$ cat config.mk
export PLATFORM = sky130hd
export DESIGN_NAME = deque_with_search
export DESIGN_NICKNAME = d
export VERILOG_FILES = /design/src/rtl/dws_pkg.sv /design/src/rtl/deque_with_search.sv
export SDC_FILE = /design/constraint.sdc
export NUM_CORES = 1
export LEC_CHECK = 0
export BUFFER_PORTS_ARGS = -buffer_cell sky130_fd_sc_hd__buf_2
export CAP_MARGIN = 20
export CORE_UTILIZATION = 60
export CTS_CLUSTER_DIAMETER = 50
export DETAILED_ROUTE_END_ITERATION = 7
export PLACE_DENSITY = 0.77
export SLEW_MARGIN = 30
export SYNTH_ARGS = -nofsm -noshare
export SYNTH_HDL_FRONTEND = slang
export SYNTH_SLANG_ARGS = --single-unit
$ cat constraint.sdc
create_clock -name clock -period 11.6 [get_ports clock]
set_input_delay 2.32 -clock clock [delete_from_list [all_inputs] [get_ports clock]]
set_output_delay 2.32 -clock clock [all_outputs]
set_load 0.005 [all_outputs]
$ cat src/rtl/dws_pkg.sv
package dws_pkg;

   // ring geometry
   localparam int DEPTH    = 16;
   localparam int ADDR_W   = $clog2(DEPTH);
   localparam int OCC_W    = $clog2(DEPTH + 1);
   localparam int SUM_W    = OCC_W + 1;
   localparam int WORD_W   = 32;
   localparam int MODE_W   = 3;
   localparam int STATUS_W = 2;

   typedef enum logic [MODE_W-1:0] {
      MODE_PUSH_FRONT = 3'd0,
      MODE_PUSH_REAR  = 3'd1,
      MODE_POP_FRONT  = 3'd2,
      MODE_POP_REAR   = 3'd3,
      MODE_SEARCH     = 3'd4
   } mode_type;

   typedef enum logic [STATUS_W-1:0] {
      STATUS_OK    = 2'd0,
      STATUS_EMPTY = 2'd1,
      STATUS_FULL  = 2'd2
   } status_type;

   typedef enum logic [1:0] {
      ST_IDLE,
      ST_POP_WAIT,
      ST_SEARCH,
      ST_FINISH
   } state_type;

   // base + off, wrapped into the ring; off never exceeds DEPTH
   function automatic logic [ADDR_W-1:0] ring_add(input logic [ADDR_W-1:0] base,
                                                   input logic [OCC_W-1:0]  off);
      logic [SUM_W-1:0] sum;
      sum = SUM_W'(base) + SUM_W'(off);
      if (sum >= SUM_W'(DEPTH)) begin
         sum = sum - SUM_W'(DEPTH);
      end
      return sum[ADDR_W-1:0];
   endfunction

endpackage

$ cat src/rtl/deque_with_search.sv
// push and refused operations pass through the pending-result register and then the output register;
// a pop adds the POP_WAIT state, a search the SEARCH state (one slot read and compared per cycle)
// one item at a time: a new request is taken only once the last result has entered the output register;
// a search walks the stored words over the slot memory's single read port
// reset: head index, occupancy, sequencer and result valid are cleared; slot memory is not
module deque_with_search
   import dws_pkg::*;
(
   input  logic                       clock,
   input  logic                       reset,
   input  logic                       req_valid,
   output logic                       req_ready,
   input  logic [MODE_W-1:0]          req_mode,
   input  logic signed [WORD_W-1:0]   req_value,
   output logic                       rsp_valid,
   input  logic                       rsp_ready,
   output logic signed [WORD_W-1:0]   rsp_popped_value,
   output logic                       rsp_found,
   output logic [STATUS_W-1:0]        rsp_status
);

   // slot memory, one write and one registered read port
   logic [WORD_W-1:0]        slot_mem [DEPTH];
   logic [WORD_W-1:0]        rd_data_ff;
   logic                     mem_we;
   logic [ADDR_W-1:0]        wr_addr;
   logic                     rd_en;
   logic [ADDR_W-1:0]        rd_addr;

   // sequencer and ring pointers
   state_type                state_ff, state_in;
   logic [ADDR_W-1:0]        head_ff, head_in;
   logic [OCC_W-1:0]         occ_ff, occ_in;
   logic [OCC_W-1:0]         cnt_ff, cnt_in;
   logic [WORD_W-1:0]        key_ff, key_in;

   // pending result, waiting for the output register
   logic [WORD_W-1:0]        res_popped_ff, res_popped_in;
   logic                     res_found_ff, res_found_in;
   status_type               res_status_ff, res_status_in;

   // output register
   logic                     rsp_valid_ff, rsp_valid_in;
   logic [WORD_W-1:0]        rsp_popped_ff, rsp_popped_in;
   logic                     rsp_found_ff, rsp_found_in;
   logic [STATUS_W-1:0]      rsp_status_ff, rsp_status_in;

   logic                     accept;
   logic                     is_full;
   logic                     is_empty;
   logic                     key_match;
   logic                     rsp_free;
   logic [ADDR_W-1:0]        head_dec;

   assign accept    = req_valid && req_ready;
   assign is_full   = (occ_ff == OCC_W'(DEPTH));
   assign is_empty  = (occ_ff == '0);
   assign key_match = (rd_data_ff == key_ff);
   assign rsp_free  = !rsp_valid_ff || rsp_ready;
   assign head_dec  = (head_ff == '0) ? ADDR_W'(DEPTH - 1) : head_ff - ADDR_W'(1);

   // next state
   always_comb begin
      state_in = state_ff;
      case (state_ff)
         ST_IDLE: begin
            if (req_valid) begin
               state_in = ST_FINISH;
               if ((req_mode == MODE_POP_FRONT || req_mode == MODE_POP_REAR) && !is_empty) begin
                  state_in = ST_POP_WAIT;
               end
               if (req_mode == MODE_SEARCH && !is_empty) begin
                  state_in = ST_SEARCH;
               end
            end
         end
         ST_POP_WAIT: begin
            state_in = ST_FINISH;
         end
         ST_SEARCH: begin
            // stop on a hit or once every stored word has been compared
            if (key_match || cnt_ff == occ_ff) begin
               state_in = ST_FINISH;
            end
         end
         ST_FINISH: begin
            if (rsp_free) begin
               state_in = ST_IDLE;
            end
         end
         default: begin
            state_in = ST_IDLE;
         end
      endcase
   end

   // datapath and outputs
   always_comb begin
      req_ready     = (state_ff == ST_IDLE);
      mem_we        = 1'b0;
      wr_addr       = head_ff;
      rd_en         = 1'b0;
      rd_addr       = head_ff;
      head_in       = head_ff;
      occ_in        = occ_ff;
      cnt_in        = cnt_ff;
      key_in        = key_ff;
      res_popped_in = res_popped_ff;
      res_found_in  = res_found_ff;
      res_status_in = res_status_ff;
      rsp_valid_in  = rsp_valid_ff && !rsp_ready;
      rsp_popped_in = rsp_popped_ff;
      rsp_found_in  = rsp_found_ff;
      rsp_status_in = rsp_status_ff;

      case (state_ff)
         ST_IDLE: begin
            if (accept) begin
               res_popped_in = '0;
               res_found_in  = 1'b0;
               res_status_in = STATUS_OK;
               cnt_in        = OCC_W'(1);
               key_in        = req_value;
               case (req_mode)
                  MODE_PUSH_FRONT: begin
                     if (is_full) begin
                        res_status_in = STATUS_FULL;
                     end else begin
                        mem_we  = 1'b1;
                        wr_addr = head_dec;
                        head_in = head_dec;
                        occ_in  = occ_ff + OCC_W'(1);
                     end
                  end
                  MODE_PUSH_REAR: begin
                     if (is_full) begin
                        res_status_in = STATUS_FULL;
                     end else begin
                        mem_we  = 1'b1;
                        wr_addr = ring_add(head_ff, occ_ff);
                        occ_in  = occ_ff + OCC_W'(1);
                     end
                  end
                  MODE_POP_FRONT: begin
                     if (is_empty) begin
                        res_status_in = STATUS_EMPTY;
                     end else begin
                        rd_en   = 1'b1;
                        rd_addr = head_ff;
                        head_in = ring_add(head_ff, OCC_W'(1));
                        occ_in  = occ_ff - OCC_W'(1);
                     end
                  end
                  MODE_POP_REAR: begin
                     if (is_empty) begin
                        res_status_in = STATUS_EMPTY;
                     end else begin
                        rd_en   = 1'b1;
                        rd_addr = ring_add(head_ff, occ_ff - OCC_W'(1));
                        occ_in  = occ_ff - OCC_W'(1);
                     end
                  end
                  MODE_SEARCH: begin
                     // front word read now, compared next cycle
                     if (!is_empty) begin
                        rd_en   = 1'b1;
                        rd_addr = head_ff;
                     end
                  end
                  default: begin
                     // unused modes leave the state alone
                  end
               endcase
            end
         end
         ST_POP_WAIT: begin
            res_popped_in = rd_data_ff;
         end
         ST_SEARCH: begin
            if (key_match) begin
               res_found_in = 1'b1;
            end else if (cnt_ff != occ_ff) begin
               rd_en   = 1'b1;
               rd_addr = ring_add(head_ff, cnt_ff);
               cnt_in  = cnt_ff + OCC_W'(1);
            end
         end
         ST_FINISH: begin
            if (rsp_free) begin
               rsp_valid_in  = 1'b1;
               rsp_popped_in = res_popped_ff;
               rsp_found_in  = res_found_ff;
               rsp_status_in = res_status_ff;
            end
         end
         default: begin
         end
      endcase

      rsp_valid        = rsp_valid_ff;
      rsp_popped_value = rsp_popped_ff;
      rsp_found        = rsp_found_ff;
      rsp_status       = rsp_status_ff;
   end

   // slot memory
   always_ff @(posedge clock) begin
      if (mem_we) begin
         slot_mem[wr_addr] <= req_value;
      end
      if (rd_en) begin
         rd_data_ff <= slot_mem[rd_addr];
      end
   end

   // control state
   always_ff @(posedge clock) begin
      if (reset) begin
         state_ff     <= ST_IDLE;
         head_ff      <= '0;
         occ_ff       <= '0;
         rsp_valid_ff <= 1'b0;
      end else begin
         state_ff     <= state_in;
         head_ff      <= head_in;
         occ_ff       <= occ_in;
         rsp_valid_ff <= rsp_valid_in;
      end
   end

   // payload, no reset needed
   always_ff @(posedge clock) begin
      cnt_ff        <= cnt_in;
      key_ff        <= key_in;
      res_popped_ff <= res_popped_in;
      res_found_ff  <= res_found_in;
      res_status_ff <= res_status_in;
      rsp_popped_ff <= rsp_popped_in;
      rsp_found_ff  <= rsp_found_in;
      rsp_status_ff <= rsp_status_in;
   end

endmodule

==> impl_results.md, run 1 <==
- Clock Latency Late Sink: 630 ps
- Slew @ Worst Pin: 1040 ps
- FF-to-FF path depth: 10
- Finished Core Util: 67.7%
- RSZ-0062 raised after global routing: no
- Crit share post-route: 51.1%
- Status: complete, no violations
- CTS root buffer: clkbuf_16
- Synth async-reset ratio: 0%
- Hold Path End: rsp_popped_value[25]$_DFFE_PP_
- WHS Path Cells: 0
- Final antenna-violating net count: 0
- Vias/cell: 6.40
- Avg Inst Size Synth: 16.3 sq um
- Initial antenna violation count: 4
- R2r endpoint: rd_data_ff[16]$_DFFE_PP_
- Maximum level of the CTS H-tree: 2
- # port buffers: 75
- Postcts setup bufs: 0
- Most frequent cells in the layout: edfxtp_1 (651), nand2_1 (147), a21oi_1 (146)
- Reg-to-reg startpoint: rd_data_ff[31]$_DFFE_PP_
- Die X: 211 microns
- Crit path from: req_mode[2]
- Max Cap Viol: 0
- Largest area contributor in the netlist: edfxtp_1
- Fin cells: 2311
- Seq cells post-synth: 663
- Final Critical Period: 5920 ps
- CTS Hold Bufs: 0
- Fmax: 0.169 GHz
- Final slew viol count: 0
- Largest net degree at the start of global routing: 175
- Routed length per instance: 25.3 microns
- Die area: 0.0443 sq mm
- Placed Cells: 2194
- Pre-CTS WS: 5170 ps
- Worst Setup Path Type: in2reg
- Tot GR Track Use: 26.3%
- CTS tree: yes
- Residual DRC: 0
- Post-synth top flop: edfxtp_1
- Mapped Nets: 1668
- Number of global-route vias before repair: 13900
- Via count: 14800
- Iteration-0 DRC Markers: 1673
- Final setup viols: 0
- WL final: 58500 microns
- Final Instance Area: 0.0291 sq mm
- WP data arrival: 6280 ps
- Post-DP HPWL: 30400 microns
- CP endpoint kind: register
- Post-route setup slack: 5680 ps
- First-pass GRT wire length: 85200 microns
- Placed Area: 0.0272 sq mm
- Layout cells sized above 1: 13.0%
- Slew headroom: 31.0%
- Setup skew after layout: 23.5 ps
- Top cells by area, synth: edfxtp_1 (75%), mux2i_1 (5.2%), a221oi_1 (4.2%)
- Final Hold Violating Endpoints: 0
- Synth-to-Final Area Change: 11.5%
- Post-synthesis cell count: 1606
- Yosys cell types: 52
- Setup crit start kind: input port
- Total leakage power: 10.1 nW
- Setup TNS: 0 ps
- Synth top area share: 74.9%
- Fill cells: 2780
- Reg area: 0.0198 sq mm
- Worst-path clk slew: 60 ps
- Pwr/cell area: 224 mW/mm^2
- Total clock sinks: 663
- Register area share after synthesis: 75.8%
- CTS Buffer Depth: 3
- Number of synthesized flops with an enable pin: 651
- Synthesized area: 0.0261 sq mm
- # IOs: 76
- Worst EP required: 11960 ps
- Power, Total: 6.52 mW
- Initial Utilization: 60.7%
- Gpl congestion: 0.884
- Gr ovfl total: 0
- HP Start: res_popped_ff[25]$_SDFFCE_PN0P_
- Die Ht: 211 microns
- Num rows: 76
- CP max FO: 109
- Nets: 1736
- Flop2flop setup slack: 6390 ps
- First-pass iteration count of the detailed router: 5
- Core area: 0.0430 sq mm
- Synth warnings: 0
- Worst vdd ir: 0.153 mV
- CTS Buf Count: 61
- Hold_ws: 417 ps
- Most common cell after layout, fill and taps aside: edfxtp_1
- CTS resizes: 0
- Worst min-delay path category: reg2reg
- Area of the multi-input gates: 0.00598 sq mm
metal layers:
layer / track usage (%) / up-vias / wire length, microns
met2: 42.5 / 829 / 28300
met4: 10.7 / 2 / 1890
met5: 0 / - / 14
met1: 36.4 / 7395 / 23000
li1: - / 6442 / -
met3: 3.92 / 121 / 5320
flip-flops by register name, summed over array words and instances (netlist names), 4 cells and up:
signal	cells
cnt_ff	5
head_ff	4
key_ff	32
occ_ff	5
rd_data_ff	32
res_popped_ff	32
rsp_popped_value	32
slot_mem	512
cell usage after synthesis (9+ instances only):
cell type / count
clkbuf_1: 57
mux2i_1: 135
inv_1: 13
nand2_1: 147
dfxtp_1: 12
edfxtp_1: 651
buf_2: 33
and2_1: 35
xor2_1: 37
a21oi_1: 146
nor4_1: 11
ha_1: 20
xnor2_1: 16
a221oi_1: 126
nand2b_1: 9
nor2_1: 38
or4_1: 32
worst max-delay path by stage:
stage,slack [ps],to
after floorplan,6370,slot_mem[12][0]$_DFFE_PP_
after global placement,5320,rd_data_ff[5]$_DFFE_PP_
after detailed placement,5170,rd_data_ff[11]$_DFFE_PP_
after CTS,5840,rd_data_ff[11]$_DFFE_PP_
after global routing,5440,rd_data_ff[26]$_DFFE_PP_
final,5680,rd_data_ff[16]$_DFFE_PP_
cells by family (layout without fill, tap and decap cells):
logic type               Yosys count  after routing  synth area share (%)
flip-flops                       663            663                  75.8
multiplexers                     137            137                  5.26
XOR/XNOR                          53             53                  1.78
adder cells (fa/ha/maj)           23             23                  1.19
other                              0              1                     0
AO/OA/AOI/OAI                    304            304                  7.94
AND/OR/NAND/NOR                  313            313                  5.99
buffers and inverters            113            232                  2.01
final cells by class:
class,count,share of cell area (%)
sequential,663,68.0
multi-input combinational,830,20.5
clock buffer,76,5.51
tap,585,2.52
timing repair buffer,104,2.33
clock inverter,38,0.899
inverter,14,0.181
antenna,1,0.00860
report_power, final:
part	total, mW	switching, mW	leakage (nW)	internal (mW)
clock network	1.87	0.839	0.925	1.03
logic	1.57	1.04	3.14	0.534
registers	3.08	0.143	6.01	2.94
critical path: stages:
cell and delay (ps):
buf_2 140, nand2b_1 270, nor4b_4 440, mux2i_1 260, nor2b_1 100, nor4_4 730, buf_12 410, buf_16 460
mux2i_1 270, a221oi_1 110, or4_1 550
(Power assumes the default switching activity.)
==> inputs of run 2 (changes only) <==
- CORE_UTILIZATION: 60 -> 56
- PLACE_DENSITY: 0.77 -> 0.76
- clock period: 11.6 -> 5 ns (I/O delays scaled with it)
==> impl_results.md, run 2 (synthesis gave the netlist of run 1 again) <==
- Status: complete, no violations
- Via count: 14800 (+0.41%)
- Residual DRC: 0 (unchanged)
- Vias/cell: 6.33 (-1.1%)
- CTS root buffer: clkbuf_16
- WP data arrival: 4530 ps (-1750 ps)
- Most frequent cells in the layout: edfxtp_1 (651), nand2_1 (146), a21oi_1 (146)
- Initial antenna violation count: 3 (-1)
- # port buffers: 75 (unchanged)
- Area of the multi-input gates: 0.00597 sq mm (-0.13%)
- Iteration-0 DRC Markers: 2009 (+20%)
- Flop pwr share: 46.4% (-0.9 points)
- Setup skew after layout: 16.9 ps (-6.65 ps)
- CTS Buffer Depth: 3 (unchanged)
- Pwr/cell area: 523 mW/mm^2 (+130%)
- WL final: 60200 microns (+2.7%)
- Gr ovfl total: 0 (unchanged)
- Num rows: 78 (+2.6%)
- Worst-path clk slew: 60 ps (about the same)
- CTS resizes: 0 (unchanged)
- Tot GR Track Use: 25.5% (-0.87 points)
- Pint: 10.7 mW (+140%)
- Setup TNS: 0 ps (unchanged)
- # IOs: 76 (unchanged)
- Final Hold Violating Endpoints: 0 (unchanged)
- Crit share post-route: 83.6%
- Setup crit start kind: register
- Fill cells: 3070 (+10%)
- Comb power frac: 24.9% (+0.8 points)
- Initial Utilization: 57.1% (-3.6 points)
- CP endpoint kind: register
- Worst EP required: 5350 ps (-6610 ps)
- Die area: 0.0475 sq mm (+7.1%)
- RSZ-0062 raised after global routing: no
- Post-DP HPWL: 33000 microns (+8.6%)
- Clock Latency Late Sink: 630 ps (about the same)
- CP max FO: 53 (-51%)
- Final antenna-violating net count: 0 (unchanged)
- Power share of the clock group: 28.7% (about the same)
- CTS tree: yes
- Max reg flops: 512 (unchanged)
- Number of global-route vias before repair: 14200 (+2.2%)
- Slew headroom: 47.6% (+17 points)
- Max Cap Viol: 0 (unchanged)
- Switching part of the total: 30.7% (-0.29 points)
- Largest net degree at the start of global routing: 96 (-45%)
- Worst min-delay path category: reg2reg
- Die Ht: 218 microns (+3.5%)
- CTS Hold Bufs: 0 (unchanged)
- Routed length per instance: 25.6 microns (+1.2%)
- Final slew viol count: 0 (unchanged)
- Worst Setup Path Type: reg2reg
- Final Critical Period: 4180 ps
- Worst vdd ir: 0.463 mV (+200%)
- Gpl congestion: 0.826 (-6.5%)
- Die X: 218 microns (+3.5%)
- First-pass GRT wire length: 88500 microns (+3.8%)
- Pre-CTS WS: 768 ps (-4410 ps)
- Final setup viols: 0 (unchanged)
- Layout cells sized above 1: 13.9% (+0.87 points)
- Core area: 0.0457 sq mm (+6.3%)
- P_sw: 4.74 mW (+130%)
- CTS Buf Count: 61 (unchanged)
- Nets: 1756 (+1.2%)
- Hold_ws: 418 ps (+1.28 ps)
- Postcts setup bufs: 0 (unchanged)
- Reg area: 0.0198 sq mm (unchanged)
- Synth-to-Final Area Change: 13.1%
- Top reg by flops: slot_mem
- Post-route setup slack: 818 ps (-4860 ps)
- Slew @ Worst Pin: 784 ps (-251 ps)
- Fmax: 0.239 GHz
- First-pass iteration count of the detailed router: 5 (unchanged)
- Most common cell after layout, fill and taps aside: edfxtp_1
- Maximum level of the CTS H-tree: 2 (unchanged)
- Total leakage power: 10.3 nW (+1.7%)
- Total clock sinks: 663 (unchanged)
## run 2: final cells by class
class	count	share of cell area [%]
inverters	14	0.178
well taps	600	2.54
diodes	1	0.00848
clock inverters	36	0.945
multi-input cells	830	20.2
clock buffers	79	5.54
flip-flops and latches	663	67.0
repair buffers	124	3.50
## run 2: per-layer routing
layer  vias up  GRT usage (%)  routed length (microns)
li1       6507              -                        -
met1      7410           35.6                    23800
met2       803           41.1                    29100
met3       129           3.85                     5640
met4         0           8.95                     1660
met5         -              0                        0
## run 2: worst max-delay path, cell delays in order, from the launching register on
cell      delay (ps)
edfxtp_1         480
xor2_1           250
nor4_1           540
nand4_1          380
o2111a_1         400
nor4_4           330
buf_12           250
buf_12           310
mux2i_1          260
a221oi_1         120
or4_1            550
## run 2: power by group through the flow
stage,logic (mW),registers [mW],clock network (mW)
after floorplan,2.52,7.11,0
after global placement,3.64,7.25,0
after detailed placement,3.75,7.28,0
after CTS,3.78,7.16,4.49
after global routing,4.11,7.20,4.69
final,3.85,7.17,4.43
## run 2: final timing paths
check | start | to | slack [ps] | cells after the start
hold / removal | res_popped_ff[25]$_SDFFCE_PN0P_ | rsp_popped_value[25]$_DFFE_PP_ | 420 | 0
hold reg to reg | res_popped_ff[25]$_SDFFCE_PN0P_ | rsp_popped_value[25]$_DFFE_PP_ | 420 | 0
setup reg to reg | rd_data_ff[8]$_DFFE_PP_ | rd_data_ff[13]$_DFFE_PP_ | 820 | 10
setup / recovery | rd_data_ff[8]$_DFFE_PP_ | rd_data_ff[13]$_DFFE_PP_ | 820 | 10
## run 2: metrics by stage
step	cells	utilization, %	instance area [sq um]	power [mW]
6_report	2347	64.6	29500	15.5
5_1_grt	2346	64.6	29500	16.0
4_1_cts	2344	64.5	29500	15.4
3_5_place_dp	2229	60.3	27500	11.0
3_3_place_gp	2229	60.3	27500	10.9
2_1_floorplan	1606	-	26100	9.63
